===== src/rtl/tacp_pkg.sv =====
// Shared types, sizes and helpers for the three-angle command parser.
// No dependencies; every other file refers to this package by scoped names.
package tacp_pkg;

    localparam int ANGLE_COUNT = 3;           // angles per line, 1..8
    localparam int OUT_ANGLES  = 3;           // angle fields in a result
    localparam int ANGLE_W     = 20;
    localparam int WHOLE_W     = 14;
    localparam int FRAC_W      = 7;
    localparam int FCNT_W      = 2;
    localparam int DIGIT_W     = 4;
    localparam int IDX_W       = $clog2(ANGLE_COUNT + 1);

    localparam int QUEUE_DEPTH = 4;
    localparam int QPTR_W      = $clog2(QUEUE_DEPTH);

    localparam int IN_TDATA_W  = 8;
    localparam int OUT_TDATA_W = 64;
    localparam int OUT_PAD_W   = OUT_TDATA_W - 1 - OUT_ANGLES * ANGLE_W;

    localparam int APB_ADDR_W  = 3;
    localparam int APB_DATA_W  = 32;

    localparam logic [ANGLE_W-1:0] ANGLE_LIMIT_RESET   = ANGLE_W'(36000);
    localparam logic               CFG_IDX_ANGLE_LIMIT = 1'b0;
    localparam logic [FCNT_W-1:0]  FRAC_DIGITS_MAX     = FCNT_W'(2);
    localparam logic [FCNT_W-1:0]  FRAC_ONE_DIGIT      = FCNT_W'(1);

    typedef enum logic [2:0] {
        TK_DIGIT,
        TK_DOT,
        TK_SEP,
        TK_EOL,
        TK_OTHER
    } t_kind;

    typedef struct packed {
        t_kind              kind;
        logic [DIGIT_W-1:0] digit;
        logic               last;
    } t_token;

    typedef struct packed {
        logic               ok;
        logic [ANGLE_W-1:0] value;
    } t_finish;

    typedef struct packed {
        logic                                line_valid;
        logic [OUT_ANGLES-1:0][ANGLE_W-1:0]  angles;
    } t_result;

    // Close one angle: whole*100 + fraction (tenths scaled), then range check.
    function automatic t_finish finish_angle(
        input logic [WHOLE_W-1:0] whole,
        input logic [FRAC_W-1:0]  frac,
        input logic [FCNT_W-1:0]  fcnt,
        input logic               seen,
        input logic [IDX_W-1:0]   idx,
        input logic [ANGLE_W-1:0] limit
    );
        logic [ANGLE_W:0]  w_ext;
        logic [ANGLE_W:0]  val;
        logic [FRAC_W-1:0] f;
        t_finish           r;
        w_ext   = {{(ANGLE_W + 1 - WHOLE_W){1'b0}}, whole};
        f       = (fcnt == FRAC_ONE_DIGIT) ? FRAC_W'((frac << 3) + (frac << 1)) : frac;
        val     = (w_ext << 6) + (w_ext << 5) + (w_ext << 2)
                + {{(ANGLE_W + 1 - FRAC_W){1'b0}}, f};
        r.ok    = seen && (val <= {1'b0, limit}) && (idx < IDX_W'(ANGLE_COUNT));
        r.value = val[ANGLE_W-1:0];
        return r;
    endfunction

endpackage


===== src/rtl/tacp_front.sv =====
// Front end: takes stream bytes and classifies each into a parser token.
// Uses tacp_pkg; feeds tacp_queue.
module tacp_front (
    input  logic                                i_clk,
    input  logic                                i_rst_n,
    input  logic                                s_axis_tvalid,
    output logic                                s_axis_tready,
    input  logic [tacp_pkg::IN_TDATA_W-1:0]     s_axis_tdata,
    input  logic                                s_axis_tlast,
    input  logic                                i_q_full,
    output logic                                o_push,
    output tacp_pkg::t_token                    o_tok
);

    localparam logic [7:0] CH_SPACE = 8'h20;
    localparam logic [7:0] CH_TAB   = 8'h09;
    localparam logic [7:0] CH_COMMA = 8'h2C;
    localparam logic [7:0] CH_SEMI  = 8'h3B;
    localparam logic [7:0] CH_DOT   = 8'h2E;
    localparam logic [7:0] CH_CR    = 8'h0D;
    localparam logic [7:0] CH_LF    = 8'h0A;
    localparam logic [7:0] CH_ZERO  = 8'h30;
    localparam logic [7:0] CH_NINE  = 8'h39;

    logic [7:0] w_byte;
    logic [7:0] w_off;
    logic       r_up;   // holds ready low while in reset

    assign w_byte = s_axis_tdata[7:0];
    assign w_off  = w_byte - CH_ZERO;

    always_ff @(posedge i_clk) begin
        if (!i_rst_n) begin
            r_up <= 1'b0;
        end else begin
            r_up <= 1'b1;
        end
    end

    assign s_axis_tready = r_up && !i_q_full;
    assign o_push        = s_axis_tvalid && s_axis_tready;

    always_comb begin
        o_tok.last  = s_axis_tlast;
        o_tok.digit = w_off[tacp_pkg::DIGIT_W-1:0];
        if (w_byte >= CH_ZERO && w_byte <= CH_NINE) begin
            o_tok.kind = tacp_pkg::TK_DIGIT;
        end else if (w_byte == CH_DOT) begin
            o_tok.kind = tacp_pkg::TK_DOT;
        end else if (w_byte == CH_SPACE || w_byte == CH_TAB ||
                     w_byte == CH_COMMA || w_byte == CH_SEMI) begin
            o_tok.kind = tacp_pkg::TK_SEP;
        end else if (w_byte == CH_CR || w_byte == CH_LF) begin
            o_tok.kind = tacp_pkg::TK_EOL;
        end else begin
            o_tok.kind = tacp_pkg::TK_OTHER;
        end
    end

endmodule


===== src/rtl/tacp_queue.sv =====
// Short token queue that decouples the classifier from the parser.
// Uses tacp_pkg.
module tacp_queue (
    input  logic             i_clk,
    input  logic             i_rst_n,
    input  logic             i_push,
    input  tacp_pkg::t_token i_tok,
    input  logic             i_pop,
    output logic             o_full,
    output logic             o_valid,
    output tacp_pkg::t_token o_tok
);

    localparam logic [tacp_pkg::QPTR_W-1:0] PTR_LAST = tacp_pkg::QPTR_W'(tacp_pkg::QUEUE_DEPTH - 1);

    tacp_pkg::t_token                r_mem [tacp_pkg::QUEUE_DEPTH];
    logic [tacp_pkg::QPTR_W-1:0]     r_wr;
    logic [tacp_pkg::QPTR_W-1:0]     r_rd;
    logic [tacp_pkg::QPTR_W:0]       r_cnt;

    assign o_full  = (r_cnt == (tacp_pkg::QPTR_W + 1)'(tacp_pkg::QUEUE_DEPTH));
    assign o_valid = (r_cnt != '0);
    assign o_tok   = r_mem[r_rd];

    always_ff @(posedge i_clk) begin
        if (!i_rst_n) begin
            r_wr  <= '0;
            r_rd  <= '0;
            r_cnt <= '0;
        end else begin
            if (i_push) begin
                r_mem[r_wr] <= i_tok;
                r_wr        <= (r_wr == PTR_LAST) ? '0 : r_wr + 1'b1;
            end
            if (i_pop) begin
                r_rd <= (r_rd == PTR_LAST) ? '0 : r_rd + 1'b1;
            end
            case ({i_push, i_pop})
                2'b10:   r_cnt <= r_cnt + 1'b1;
                2'b01:   r_cnt <= r_cnt - 1'b1;
                default: r_cnt <= r_cnt;
            endcase
        end
    end

endmodule


===== src/rtl/tacp_back.sv =====
// Back end: token parser state, end-of-line closing stage and result register.
// Uses tacp_pkg; consumes tokens from tacp_queue.
module tacp_back (
    input  logic                           i_clk,
    input  logic                           i_rst_n,
    input  logic [tacp_pkg::ANGLE_W-1:0]   i_limit,
    input  logic                           i_tok_valid,
    input  tacp_pkg::t_token               i_tok,
    output logic                           o_pop,
    output logic                           o_res_valid,
    input  logic                           i_res_ready,
    output tacp_pkg::t_result              o_res
);

    typedef enum logic [2:0] {
        PH_SKIP,
        PH_WHOLE,
        PH_FRAC,
        PH_TRAIL,
        PH_FAIL
    } t_phase;

    localparam int AW = tacp_pkg::ANGLE_W;
    localparam int WW = tacp_pkg::WHOLE_W;
    localparam int FW = tacp_pkg::FRAC_W;
    localparam int CW = tacp_pkg::FCNT_W;
    localparam int IW = tacp_pkg::IDX_W;
    localparam int N  = tacp_pkg::ANGLE_COUNT;
    localparam logic [IW-1:0] IDX_END = IW'(tacp_pkg::ANGLE_COUNT);

    // parse state
    t_phase          r_phase, n_phase;
    logic [IW-1:0]   r_idx, n_idx;
    logic [WW-1:0]   r_whole, n_whole;
    logic [FW-1:0]   r_frac, n_frac;
    logic [CW-1:0]   r_fcnt, n_fcnt;
    logic            r_seen, n_seen;
    logic [AW-1:0]   r_angles [N];
    logic [AW-1:0]   n_angles [N];

    // end-of-line snapshot
    logic            r_s_valid;
    t_phase          r_s_phase;
    logic [IW-1:0]   r_s_idx;
    logic [WW-1:0]   r_s_whole;
    logic [FW-1:0]   r_s_frac;
    logic [CW-1:0]   r_s_fcnt;
    logic            r_s_seen;
    logic [AW-1:0]   r_s_angles [N];

    // result register
    logic              r_o_valid;
    tacp_pkg::t_result r_o_res, n_o_res;

    tacp_pkg::t_finish w_fin, w_fin_s;
    logic [WW+3:0]     w_wsum;
    logic              w_do_idle;
    t_phase            w_idle_ph;
    logic              w_c_ready, w_b_ready, w_take, w_s_open;

    assign w_c_ready = !r_o_valid || i_res_ready;
    assign w_b_ready = !r_s_valid || w_c_ready;
    assign w_take    = i_tok_valid && (!i_tok.last || w_b_ready);
    assign o_pop     = w_take;

    assign w_fin  = tacp_pkg::finish_angle(r_whole, r_frac, r_fcnt, r_seen, r_idx, i_limit);
    assign w_wsum = ({4'b0, r_whole} << 3) + ({4'b0, r_whole} << 1)
                  + {{WW{1'b0}}, i_tok.digit};

    always_comb begin
        n_phase   = r_phase;
        n_idx     = r_idx;
        n_whole   = r_whole;
        n_frac    = r_frac;
        n_fcnt    = r_fcnt;
        n_seen    = r_seen;
        n_angles  = r_angles;
        w_do_idle = 1'b0;
        w_idle_ph = r_phase;
        case (r_phase)
            PH_WHOLE, PH_FRAC: begin
                if (i_tok.kind == tacp_pkg::TK_DIGIT) begin
                    if (r_phase == PH_WHOLE) begin
                        // saturate the whole part
                        n_whole = (w_wsum > {4'b0, {WW{1'b1}}}) ? {WW{1'b1}} : w_wsum[WW-1:0];
                    end else if (r_fcnt < tacp_pkg::FRAC_DIGITS_MAX) begin
                        n_frac = FW'((r_frac << 3) + (r_frac << 1))
                               + {{(FW - tacp_pkg::DIGIT_W){1'b0}}, i_tok.digit};
                        n_fcnt = r_fcnt + 1'b1;
                        n_seen = 1'b1;
                    end else begin
                        n_phase = PH_FAIL;
                    end
                end else if (r_phase == PH_WHOLE && i_tok.kind == tacp_pkg::TK_DOT) begin
                    n_phase = PH_FRAC;
                end else if (w_fin.ok) begin
                    for (int k = 0; k < N; k++) begin
                        if (r_idx == IW'(k)) begin
                            n_angles[k] = w_fin.value;
                        end
                    end
                    n_idx     = r_idx + 1'b1;
                    n_whole   = '0;
                    n_frac    = '0;
                    n_fcnt    = '0;
                    n_seen    = 1'b0;
                    w_do_idle = 1'b1;
                    w_idle_ph = (r_idx + 1'b1 == IDX_END) ? PH_TRAIL : PH_SKIP;
                end else begin
                    n_phase = PH_FAIL;
                end
            end
            PH_SKIP, PH_TRAIL: begin
                w_do_idle = 1'b1;
            end
            default: begin
            end
        endcase

        // between angles, or after the last one
        if (w_do_idle) begin
            if (w_idle_ph == PH_TRAIL) begin
                n_phase = (i_tok.kind == tacp_pkg::TK_SEP || i_tok.kind == tacp_pkg::TK_EOL)
                        ? PH_TRAIL : PH_FAIL;
            end else begin
                case (i_tok.kind)
                    tacp_pkg::TK_SEP: n_phase = PH_SKIP;
                    tacp_pkg::TK_DIGIT: begin
                        n_phase = PH_WHOLE;
                        n_whole = {{(WW - tacp_pkg::DIGIT_W){1'b0}}, i_tok.digit};
                        n_seen  = 1'b1;
                    end
                    tacp_pkg::TK_DOT: n_phase = PH_FRAC;
                    default: n_phase = PH_FAIL;
                endcase
            end
        end
    end

    // closing stage: finish an open angle and decide the line
    assign w_fin_s  = tacp_pkg::finish_angle(r_s_whole, r_s_frac, r_s_fcnt, r_s_seen,
                                             r_s_idx, i_limit);
    assign w_s_open = (r_s_phase == PH_WHOLE) || (r_s_phase == PH_FRAC);
    assign n_o_res.line_valid = (r_s_phase == PH_TRAIL) ||
                                (w_s_open && w_fin_s.ok && (r_s_idx + 1'b1 == IDX_END));

    for (genvar g = 0; g < tacp_pkg::OUT_ANGLES; g++) begin : g_out
        if (g < N) begin : g_used
            assign n_o_res.angles[g] = !n_o_res.line_valid ? '0 :
                                       (w_s_open && r_s_idx == IW'(g)) ? w_fin_s.value :
                                       r_s_angles[g];
        end else begin : g_unused
            assign n_o_res.angles[g] = '0;
        end
    end

    always_ff @(posedge i_clk) begin
        if (!i_rst_n) begin
            r_phase   <= PH_SKIP;
            r_idx     <= '0;
            r_whole   <= '0;
            r_frac    <= '0;
            r_fcnt    <= '0;
            r_seen    <= 1'b0;
            r_s_valid <= 1'b0;
            r_o_valid <= 1'b0;
        end else begin
            if (w_take) begin
                if (i_tok.last) begin
                    r_s_phase  <= n_phase;
                    r_s_idx    <= n_idx;
                    r_s_whole  <= n_whole;
                    r_s_frac   <= n_frac;
                    r_s_fcnt   <= n_fcnt;
                    r_s_seen   <= n_seen;
                    r_s_angles <= n_angles;
                    r_phase    <= PH_SKIP;
                    r_idx      <= '0;
                    r_whole    <= '0;
                    r_frac     <= '0;
                    r_fcnt     <= '0;
                    r_seen     <= 1'b0;
                end else begin
                    r_phase    <= n_phase;
                    r_idx      <= n_idx;
                    r_whole    <= n_whole;
                    r_frac     <= n_frac;
                    r_fcnt     <= n_fcnt;
                    r_seen     <= n_seen;
                    r_angles   <= n_angles;
                end
            end
            if (w_take && i_tok.last) begin
                r_s_valid <= 1'b1;
            end else if (w_c_ready) begin
                r_s_valid <= 1'b0;
            end
            if (w_c_ready) begin
                r_o_valid <= r_s_valid;
                if (r_s_valid) begin
                    r_o_res <= n_o_res;
                end
            end
        end
    end

    assign o_res_valid = r_o_valid;
    assign o_res       = r_o_res;

endmodule


===== src/rtl/three_angle_command_parser.sv =====
// Top level of the three-angle command parser: stream ports, APB register.
// Uses tacp_pkg, tacp_front, tacp_queue and tacp_back.
//
// Feed one byte of a command line per transfer on s_axis, the final byte with
// tlast set; the block accepts one byte every cycle while the token queue has
// room. Each line gives one result transfer: a valid flag and three angles in
// centidegrees (all zero for a rejected line). m_axis_tvalid rises once the
// final byte has passed through the token queue into the parser and through the
// closing stage into the result register. The parser updates its state once per
// byte. While a result waits on m_axis, one more line can close into the
// closing stage; the final byte after that holds the parser, bytes back up in
// the four-entry token queue, and s_axis_tready drops once it is full. The
// angle limit sits at APB address 0 and should only be changed while no line
// is in flight.
module three_angle_command_parser (
    input  logic                                 i_clk,
    input  logic                                 i_rst_n,
    // byte stream
    input  logic                                 s_axis_tvalid,
    output logic                                 s_axis_tready,
    input  logic [tacp_pkg::IN_TDATA_W-1:0]      s_axis_tdata,  // [7:0] byte_value
    input  logic                                 s_axis_tlast,  // last_byte
    // result stream
    output logic                                 m_axis_tvalid,
    input  logic                                 m_axis_tready,
    output logic [tacp_pkg::OUT_TDATA_W-1:0]     m_axis_tdata,  // [0] line_valid, [20:1]
                                                                // angle_one, [40:21]
                                                                // angle_two, [60:41]
                                                                // angle_three, [63:61] zero
    // configuration
    input  logic                                 psel,
    input  logic                                 penable,
    input  logic                                 pwrite,
    input  logic [tacp_pkg::APB_ADDR_W-1:0]      paddr,
    input  logic [tacp_pkg::APB_DATA_W-1:0]      pwdata,
    output logic [tacp_pkg::APB_DATA_W-1:0]      prdata,
    output logic                                 pready
);

    logic [tacp_pkg::ANGLE_W-1:0] r_limit;
    logic                         w_limit_sel;

    logic              w_push, w_full, w_q_valid, w_pop;
    tacp_pkg::t_token  w_in_tok, w_q_tok;
    tacp_pkg::t_result w_res;

    // APB: single register, zero wait states
    assign pready      = 1'b1;
    assign w_limit_sel = (paddr[2] == tacp_pkg::CFG_IDX_ANGLE_LIMIT);
    assign prdata      = w_limit_sel
                       ? {{(tacp_pkg::APB_DATA_W - tacp_pkg::ANGLE_W){1'b0}}, r_limit} : '0;

    always_ff @(posedge i_clk) begin
        if (!i_rst_n) begin
            r_limit <= tacp_pkg::ANGLE_LIMIT_RESET;
        end else if (psel && penable && pwrite && pready && w_limit_sel) begin
            r_limit <= pwdata[tacp_pkg::ANGLE_W-1:0];
        end
    end

    // classify bytes into tokens
    tacp_front u_front (
        .i_clk         (i_clk),
        .i_rst_n       (i_rst_n),
        .s_axis_tvalid (s_axis_tvalid),
        .s_axis_tready (s_axis_tready),
        .s_axis_tdata  (s_axis_tdata),
        .s_axis_tlast  (s_axis_tlast),
        .i_q_full      (w_full),
        .o_push        (w_push),
        .o_tok         (w_in_tok)
    );

    tacp_queue u_queue (
        .i_clk   (i_clk),
        .i_rst_n (i_rst_n),
        .i_push  (w_push),
        .i_tok   (w_in_tok),
        .i_pop   (w_pop),
        .o_full  (w_full),
        .o_valid (w_q_valid),
        .o_tok   (w_q_tok)
    );

    // parse tokens, close the line, hold the result
    tacp_back u_back (
        .i_clk       (i_clk),
        .i_rst_n     (i_rst_n),
        .i_limit     (r_limit),
        .i_tok_valid (w_q_valid),
        .i_tok       (w_q_tok),
        .o_pop       (w_pop),
        .o_res_valid (m_axis_tvalid),
        .i_res_ready (m_axis_tready),
        .o_res       (w_res)
    );

    assign m_axis_tdata = {{tacp_pkg::OUT_PAD_W{1'b0}}, w_res.angles, w_res.line_valid};

endmodule


===== config.mk =====
export PLATFORM = sky130hd
export DESIGN_NAME = three_angle_command_parser
export DESIGN_NICKNAME = d
export VERILOG_FILES = /design/src/rtl/tacp_pkg.sv /design/src/rtl/tacp_front.sv /design/src/rtl/tacp_queue.sv /design/src/rtl/tacp_back.sv /design/src/rtl/three_angle_command_parser.sv
export SDC_FILE = /design/constraint.sdc
export NUM_CORES = 1
export LEC_CHECK = 0
export BUFFER_PORTS_ARGS = -buffer_cell sky130_fd_sc_hd__clkbuf_2
export CAP_MARGIN = 20
export CELL_PAD_IN_SITES_DETAIL_PLACEMENT = 0
export CELL_PAD_IN_SITES_GLOBAL_PLACEMENT = 2
export CORE_UTILIZATION = 41
export DETAILED_ROUTE_END_ITERATION = 16
export GPL_ROUTABILITY_DRIVEN = 0
export GPL_TIMING_DRIVEN = 0
export PLACE_DENSITY = 0.93
export SLEW_MARGIN = 15
export SYNTH_ARGS = -nofsm -noshare
export SYNTH_HDL_FRONTEND = slang
export SYNTH_SLANG_ARGS = --single-unit

===== constraint.sdc =====
create_clock -name i_clk -period 8.75 [get_ports i_clk]
set_input_delay 1.3125 -clock i_clk [delete_from_list [all_inputs] [get_ports i_clk]]
set_output_delay 1.3125 -clock i_clk [all_outputs]
set_load 0.02 [all_outputs]

# Yosys cells after proc, flatten, opt, wreduce, memory -nomap -nowiden
# Memory sizes are Yosys's and may differ from the RTL's. A register that Yosys moved wholly into a read port is not among the register bits.
# Cells that the tools add are included.
# classes
n_addsub,19
n_mul,0
div_mod_pow,0
order_cmp,8
eq_ne,30
n_shift,0
mux,87
n_bitwise,2
n_reduce_logical,44
# op_table
op,count
60-bit two-way mux,4
14-bit two-way mux,10
20-bit two-way mux,7
7-bit two-way mux,9
3-bit two-way mux,18
20-bit by 19-bit adder with 21-bit output,2
21-bit by 16-bit adder with 21-bit output,2
21-bit by 7-bit adder with 21-bit output,2
21-bit by 20-bit <= comparator with 1-bit output,2
2-bit two-way mux,17
8-bit by 6-bit == test with 1-bit output (second input constant),4
8-bit by 4-bit == test with 1-bit output (second input constant),3
3-bit by 2-bit == test with 1-bit output (second input constant),7
1-bit two-way mux,19
17-bit by 15-bit adder with 18-bit output,1
18-bit by 4-bit adder with 18-bit output,1
18-bit by 14-bit > comparator with 1-bit output (second input constant),1
1-bit logical AND,18
7-bit adder,2
2-bit == test (second input constant),7
2-bit by 1-bit adder with 2-bit output (second input constant),5
2-bit by 1-bit == test with 1-bit output (second input constant),5
1-bit logical OR,10
3-bit by 1-bit == test with 1-bit output (second input constant),3
19 further kinds,31
# word_totals
regBits,269
latch_bits,0
mem_bits_rw,32
mem_bits_ro,0
inputBits,51
wordCells,220
mem_count,1
# mem_list
name,words,word_bits,read_ports,rd_clocked_by_memory_dff,wr,line_no,rtl
u_queue.r_mem,4,8,1,1,1,tacp_queue.sv:16,tacp_pkg::t_token r_mem [tacp_pkg::QUEUE_DEPTH];

# Longest topological paths before layout
# depth
word_depth,14
mapped_depth,28
ltp_nobuf,26

# By module
# Synthesis repeated with hierarchy kept, for this count alone.
# unflattened
cells_unflattened,1603
hier_area_um2,17533.1
# modules_own_cells
module,n_inst,cells_each,area_each_um2,seq_area_each_um2
tacp_back,1,1359,14601.5,6926.6
tacp_queue,1,86,1617.8,1141.1
three_angle_command_parser,1,128,1088.5,400.4
tacp_front,1,30,225.2,20.0

# Worst setup path after synthesis
# OpenSTA, ideal clock, no wires.
# synth_path
path_kind,reg-to-reg
startpoint,reg u_back.r_frac[0]
endpoint,"reg u_back.r_s_phase[1], data pin"
arrival_time_ns,5.786
path_slack_ns,2.697
path_stages_with_launch,27
synth_period_minus_slack_ns,6.053
cell_sequence,dfxtp_1 > ha_1 > inv_1 > fa_1 > xor2_1 > mux2i_1 > fa_1 > ha_1 > ha_1 > a21o_1 > a21oi_1 > o21ai_0 > a311oi_1 > o21ai_0 > a41o_1 > a21oi_1 > xnor2_1 > ha_1 > nor2_1 > nand2_1 > a2111oi_0 > o211a_1 > o211a_1 > a31oi_1 > o41ai_2 > mux2i_1 > o21ai_0
# synth_via
elab_chain_len,13
elab_cells_between_ends,21
classes_between,2 x add/sub; 1 x order compare; 1 x eq/ne; 15 x mux; 2 x reduce/logical
# synth_lines
element,line_no,rtl
start: declaration,tacp_back.sv:35,"logic [FW-1:0] r_frac, n_frac;"
start signal: assignment,tacp_back.sv:187,r_frac <= n_frac;
7-bit adder,tacp_pkg.sv:67,f = (fcnt == FRAC_ONE_DIGIT) ? FRAC_W'((frac << 3) + (frac << 1)) : frac;
7-bit two-way mux *,tacp_pkg.sv:67,
21-bit by 7-bit adder with 21-bit output *,tacp_pkg.sv:69,"+ {{(ANGLE_W + 1 - FRAC_W){1'b0}}, f};"
21-bit by 20-bit <= comparator with 1-bit output *,tacp_pkg.sv:70,"r.ok = seen && (val <= {1'b0, limit}) && (idx < IDX_W'(ANGLE_COUNT));"
1-bit logical AND * (2 in a row),tacp_pkg.sv:70,
3-bit two-way mux,tacp_back.sv:96,end else if (w_fin.ok) begin
3-bit two-way mux,tacp_back.sv:94,end else if (r_phase == PH_WHOLE && i_tok.kind == tacp_pkg::TK_DOT) begin
3-bit two-way mux,tacp_back.sv:82,if (i_tok.kind == tacp_pkg::TK_DIGIT) begin
3-bit two-way mux,tacp_back.sv:80,case (r_phase)
3-bit by 2-bit == test with 1-bit output,tacp_back.sv:122,if (w_idle_ph == PH_TRAIL) begin
3-bit two-way mux,tacp_back.sv:122,
3-bit two-way mux *,tacp_back.sv:121,if (w_do_idle) begin
named net u_back.n_phase[1],tacp_back.sv:32,"t_phase r_phase, n_phase;"
end signal: assignment,tacp_back.sv:170,r_s_phase <= n_phase;
end: declaration,tacp_back.sv:43,t_phase r_s_phase;
# The timed path passes the listed nets; every way through them passes the cells marked *.
# A chain may end at the register's enable or synchronous reset.

# Worst setup path in the final report
# layout_path
startpoint,reg u_back.r_frac[1]
endpoint,"reg u_back.r_s_phase[1], data pin"
# The elaborated chain is that of the path after synthesis.

==> qor.tcl <==
set qor(clock_tree.buffer_depth) 3
set qor(synth_area_leaders) {edfxtp_1 41%, ha_1 12%, dfxtp_1 6.9%}
set qor(rsz_0062_raised_after_global_routing) {no}
set qor(drive_above_1_share) 0.1684
set qor(postSynthCellCount) 1514
set qor(fin_nets) 1933
set qor(dpl.hpwl_mm) 34.01
set qor(slew_violations) 0
set qor(synth-edff-count) 242
set qor(global_route_wire_length_before_repair_mm) 67.82
set qor(sw_frac_of_total) 0.3792
set qor(yosysSeqAreaShare) 0.4825
set qor(timing.max_cap.violations) 0
set qor(critPathLaunch) {u_back.r_frac[1]}
set qor(comb_power_share) 0.395
set qor(globalRouteOverflowTotal) 0
set qor(worst_clock_skew_ns) 0.01520
set qor(die-width_um) 209.1
set qor(synthMostInstantiatedCell) {edfxtp_1}
set qor(timing.fmax_mhz) 130.3
set qor(synth_commonest_cells) {242 x edfxtp_1, 165 x ha_1, 123 x nand2_1, 115 x a21oi_1, 81 x nor2_1}
set qor(worstSkewPairLatency_ns) 0.60
set qor(power.density_mw_per_mm2) 260.5
set qor(initial_core_util) 0.4176
set qor(power.share.clock) 0.243
set qor(cts_setup_buffers) 0
set qor(netlist_area_mm2) 0.01759
set qor(end_kind) {register}
set qor(timing.critical_path.arrival_ns) 7.98
set qor(post_synthesis_area_per_instance_um2) 11.62
set qor(vias) 12226
set qor(setup_tns_ns) 0
set qor(worst_ep_required_time_ns) 9.06
set qor(worst-setup-path-type) {register to register}
set qor(critical_path.max_fanout) 6
set qor(static-leakage-power_nw) 7.952
set qor(status) {finished clean}
set qor(dieArea_mm2) 0.04374
set qor(clock_sink_count) 303
set qor(setup_viol) 0
set qor(tightest_slew_ns) 1.009
set qor(timing.final.crit_period_ns) 7.675
set qor(drt-vias-per-instance) 5.436
set qor(post-route-period-util) 0.8771
set qor(core-area_mm2) 0.04213
set qor(antenna-diode-count) 0
set qor(finalHoldViolCount) 0
set qor(synth_warnings) 0
set qor(vias_in_the_first_global_route) 11885
set qor(critical-path-slowest-cell) {xnor2_1}
set qor(post-synth-top-area-fraction) 0.4131
set qor(min_from) {r_limit[8]}
set qor(worst_ir_drop_vdd_uv) 179.3
set qor(sw_pwr_w) 0.001975
set qor(clk_pin_slew_ns) 0.06
set qor(start_kind) {register}
set qor(power_frac_seq) 0.362
set qor(postRouteAntennaNets) 0
set qor(cts_buffers) 31
set qor(area_delta_synth_final_pct) 13.61
set qor(post-route-drc-count) 0
set qor(synth_largest_area_cell) {edfxtp_1}
set qor(clockRootBuffer) {clkbuf_16}
set qor(count_of_hold_buffers_inserted_by_post_cts_repair) 0
set qor(cts-htree-levels) 1
set qor(cts_resized) 0
set qor(min-delay-path-class) {register to register}
set qor(crit_path_max_incr_delay_ns) 0.67
set qor(postPlaceCellArea_mm2) 0.01902
set qor(numPortBuffers) 119
set qor(pin_count_of_the_biggest_net_entering_global_routing) 56
set qor(floorplan.io_pins) 150
set qor(rows) 75
set qor(cell_variety_after_synth) 78
set qor(tritoncts) {done}
set qor(grt_usage) 0.2016
set qor(final_area_mm2) 0.01999
set qor(routed_wirelength_mm) 44.02
set qor(reg2reg_launch_point) {u_back.r_frac[1]}
set qor(synth-async-reset-ratio) 0
set qor(initialDrtViolationCount) 889
set qor(synth_ff_type) {edfxtp_1}
set qor(n_fill_cell) 3799
set qor(detail_route.wl_per_cell_um) 19.57
set qor(chipHeight_um) 209.1
set qor(worst_path_cell_trace) {ha_1 -> a21o_1 -> a21oi_1 -> xnor2_1 -> a21oi_1 -> fa_1 -> fa_1 -> ha_1 -> a21oi_1 -> o21ai_0 -> a311oi_1 -> o21ai_0 -> a31oi_1 -> xnor2_1 -> ha_1 -> a21o_1 -> a2111oi_0 -> o211a_1 -> o211a_1 -> a31oi_1 -> o41ai_2 -> mux2i_1 -> o21ai_0}
set qor(power.internal_w) 0.003233
set qor(slew_headroom) 0.3214
set qor(first_pass_iters) 5
set qor(postSynthRegisterBits) 303
set qor(grt_antenna_before_repair) 1
state kept, by name, summed over array words and instances, names as in the netlist, 2 cells and up, named ones only:
register           cells
r_limit               20
u_back.o_res          61
u_back.r_angles       60
u_back.r_fcnt          2
u_back.r_frac          7
u_back.r_idx           2
u_back.r_phase         3
u_back.r_s_angles     60
u_back.r_s_fcnt        2
u_back.r_s_frac        7
u_back.r_s_idx         2
u_back.r_s_phase       3
u_back.r_s_whole      14
u_back.r_whole        14
u_queue.r_cnt          3
u_queue.r_mem         32
u_queue.r_rd           2
u_queue.r_wr           2
power groups by stage:
stage | sequential [W] | combinational [W] | clock, W
2_1_floorplan | 0.00193 | 0.00136 | 0
3_3_place_gp | 0.00193 | 0.00198 | 0
3_5_place_dp | 0.00192 | 0.00205 | 0
4_1_cts | 0.00189 | 0.00206 | 0.00129
5_1_grt | 0.00190 | 0.00227 | 0.00134
6_report | 0.00189 | 0.00206 | 0.00127
worst max-delay path: cells and delay by family (launching register included):
kind	cells	cell delay, ns
AO/OA/AOI/OAI	15	3.86
adder cells (fa/ha/maj)	5	1.96
XOR/XNOR	2	0.79
flip-flops	1	0.44
multiplexers	1	0.34
logic make-up (layout without fill, tap and decap cells):
group,Yosys count,after routing,synth area share
buf+inv,144,326,0.03535
fa+ha+maj,197,197,0.1538
flops,303,303,0.4825
compound gates,339,339,0.1261
other cells,2,16,0.0004269
xor+xnor,47,47,0.02340
simple gates,361,361,0.09999
mux,121,121,0.07851
worst paths after layout:
| check | to | slack [ns] | cells after the start |
|---|---|---|---|
| hold reg to reg | r_limit[8] | 0.46 | 2 |
| hold / removal | r_limit[8] | 0.46 | 2 |
| setup / recovery | u_back.r_s_phase[1] | 1.08 | 23 |
| setup reg to reg | u_back.r_s_phase[1] | 1.08 | 23 |
per-stage QoR:
step                      worst slack, ns  std cells  hold slack (ns)  total power [W]  utilization
after floorplan                     2.697       1528           0.4435         0.003294            -
after CTS                           1.176       2249           0.4661         0.005235       0.4744
after global placement              1.291       2186           0.4541         0.003914       0.4489
final                               1.075       2249           0.4611         0.005207       0.4744
after detailed placement            1.225       2191           0.4576         0.003965       0.4515
after global routing               0.7423       2249           0.4887         0.005516       0.4744
area by class of cell:
type,count,area [um2],area share
repair buffers,124,686.9,0.03437
clock inverters,21,156.4,0.007825
clock buffers,37,808.3,0.04044
inverters,71,266.5,0.01333
multi-input cells,1081,8548,0.4277
flip-flops and latches,303,8488,0.4247
well taps,539,674.4,0.03374
plain buffers,73,359.1,0.01797
cells in the final DEF, fill, tap and decap left out, drive strengths merged, types with 15 or more instances in the layout:
| master | instances |
|---|---|
| edfxtp | 242 |
| clkbuf | 202 |
| ha | 165 |
| nand2 | 126 |
| a21oi | 115 |
| nor2 | 82 |
| inv | 74 |
| o21ai | 68 |
| dfxtp | 61 |
| mux2i | 57 |
| mux2 | 56 |
| xnor2 | 39 |
| nor3 | 39 |
| fa | 32 |
| buf | 32 |
| nor2b | 29 |
| a21o | 17 |
| a21boi | 17 |
| clkinv | 17 |
| a22o | 16 |
| conb | 16 |
| o21a | 15 |
| nand3 | 15 |
routing by layer:
layer | part of all wire | global-route usage | routed length [um] | vias to the layer above
met5 | 0 | 0 | 0 | -
li1 | - | - | - | 5925
met4 | 0.029 | 0.06161 | 1270 | 0
met1 | 0.46 | 0.2728 | 20340 | 5956
met3 | 0.037 | 0.02675 | 1645 | 74
met2 | 0.47 | 0.3360 | 20770 | 271
No activity file was read; power rests on OpenSTA's default activity.
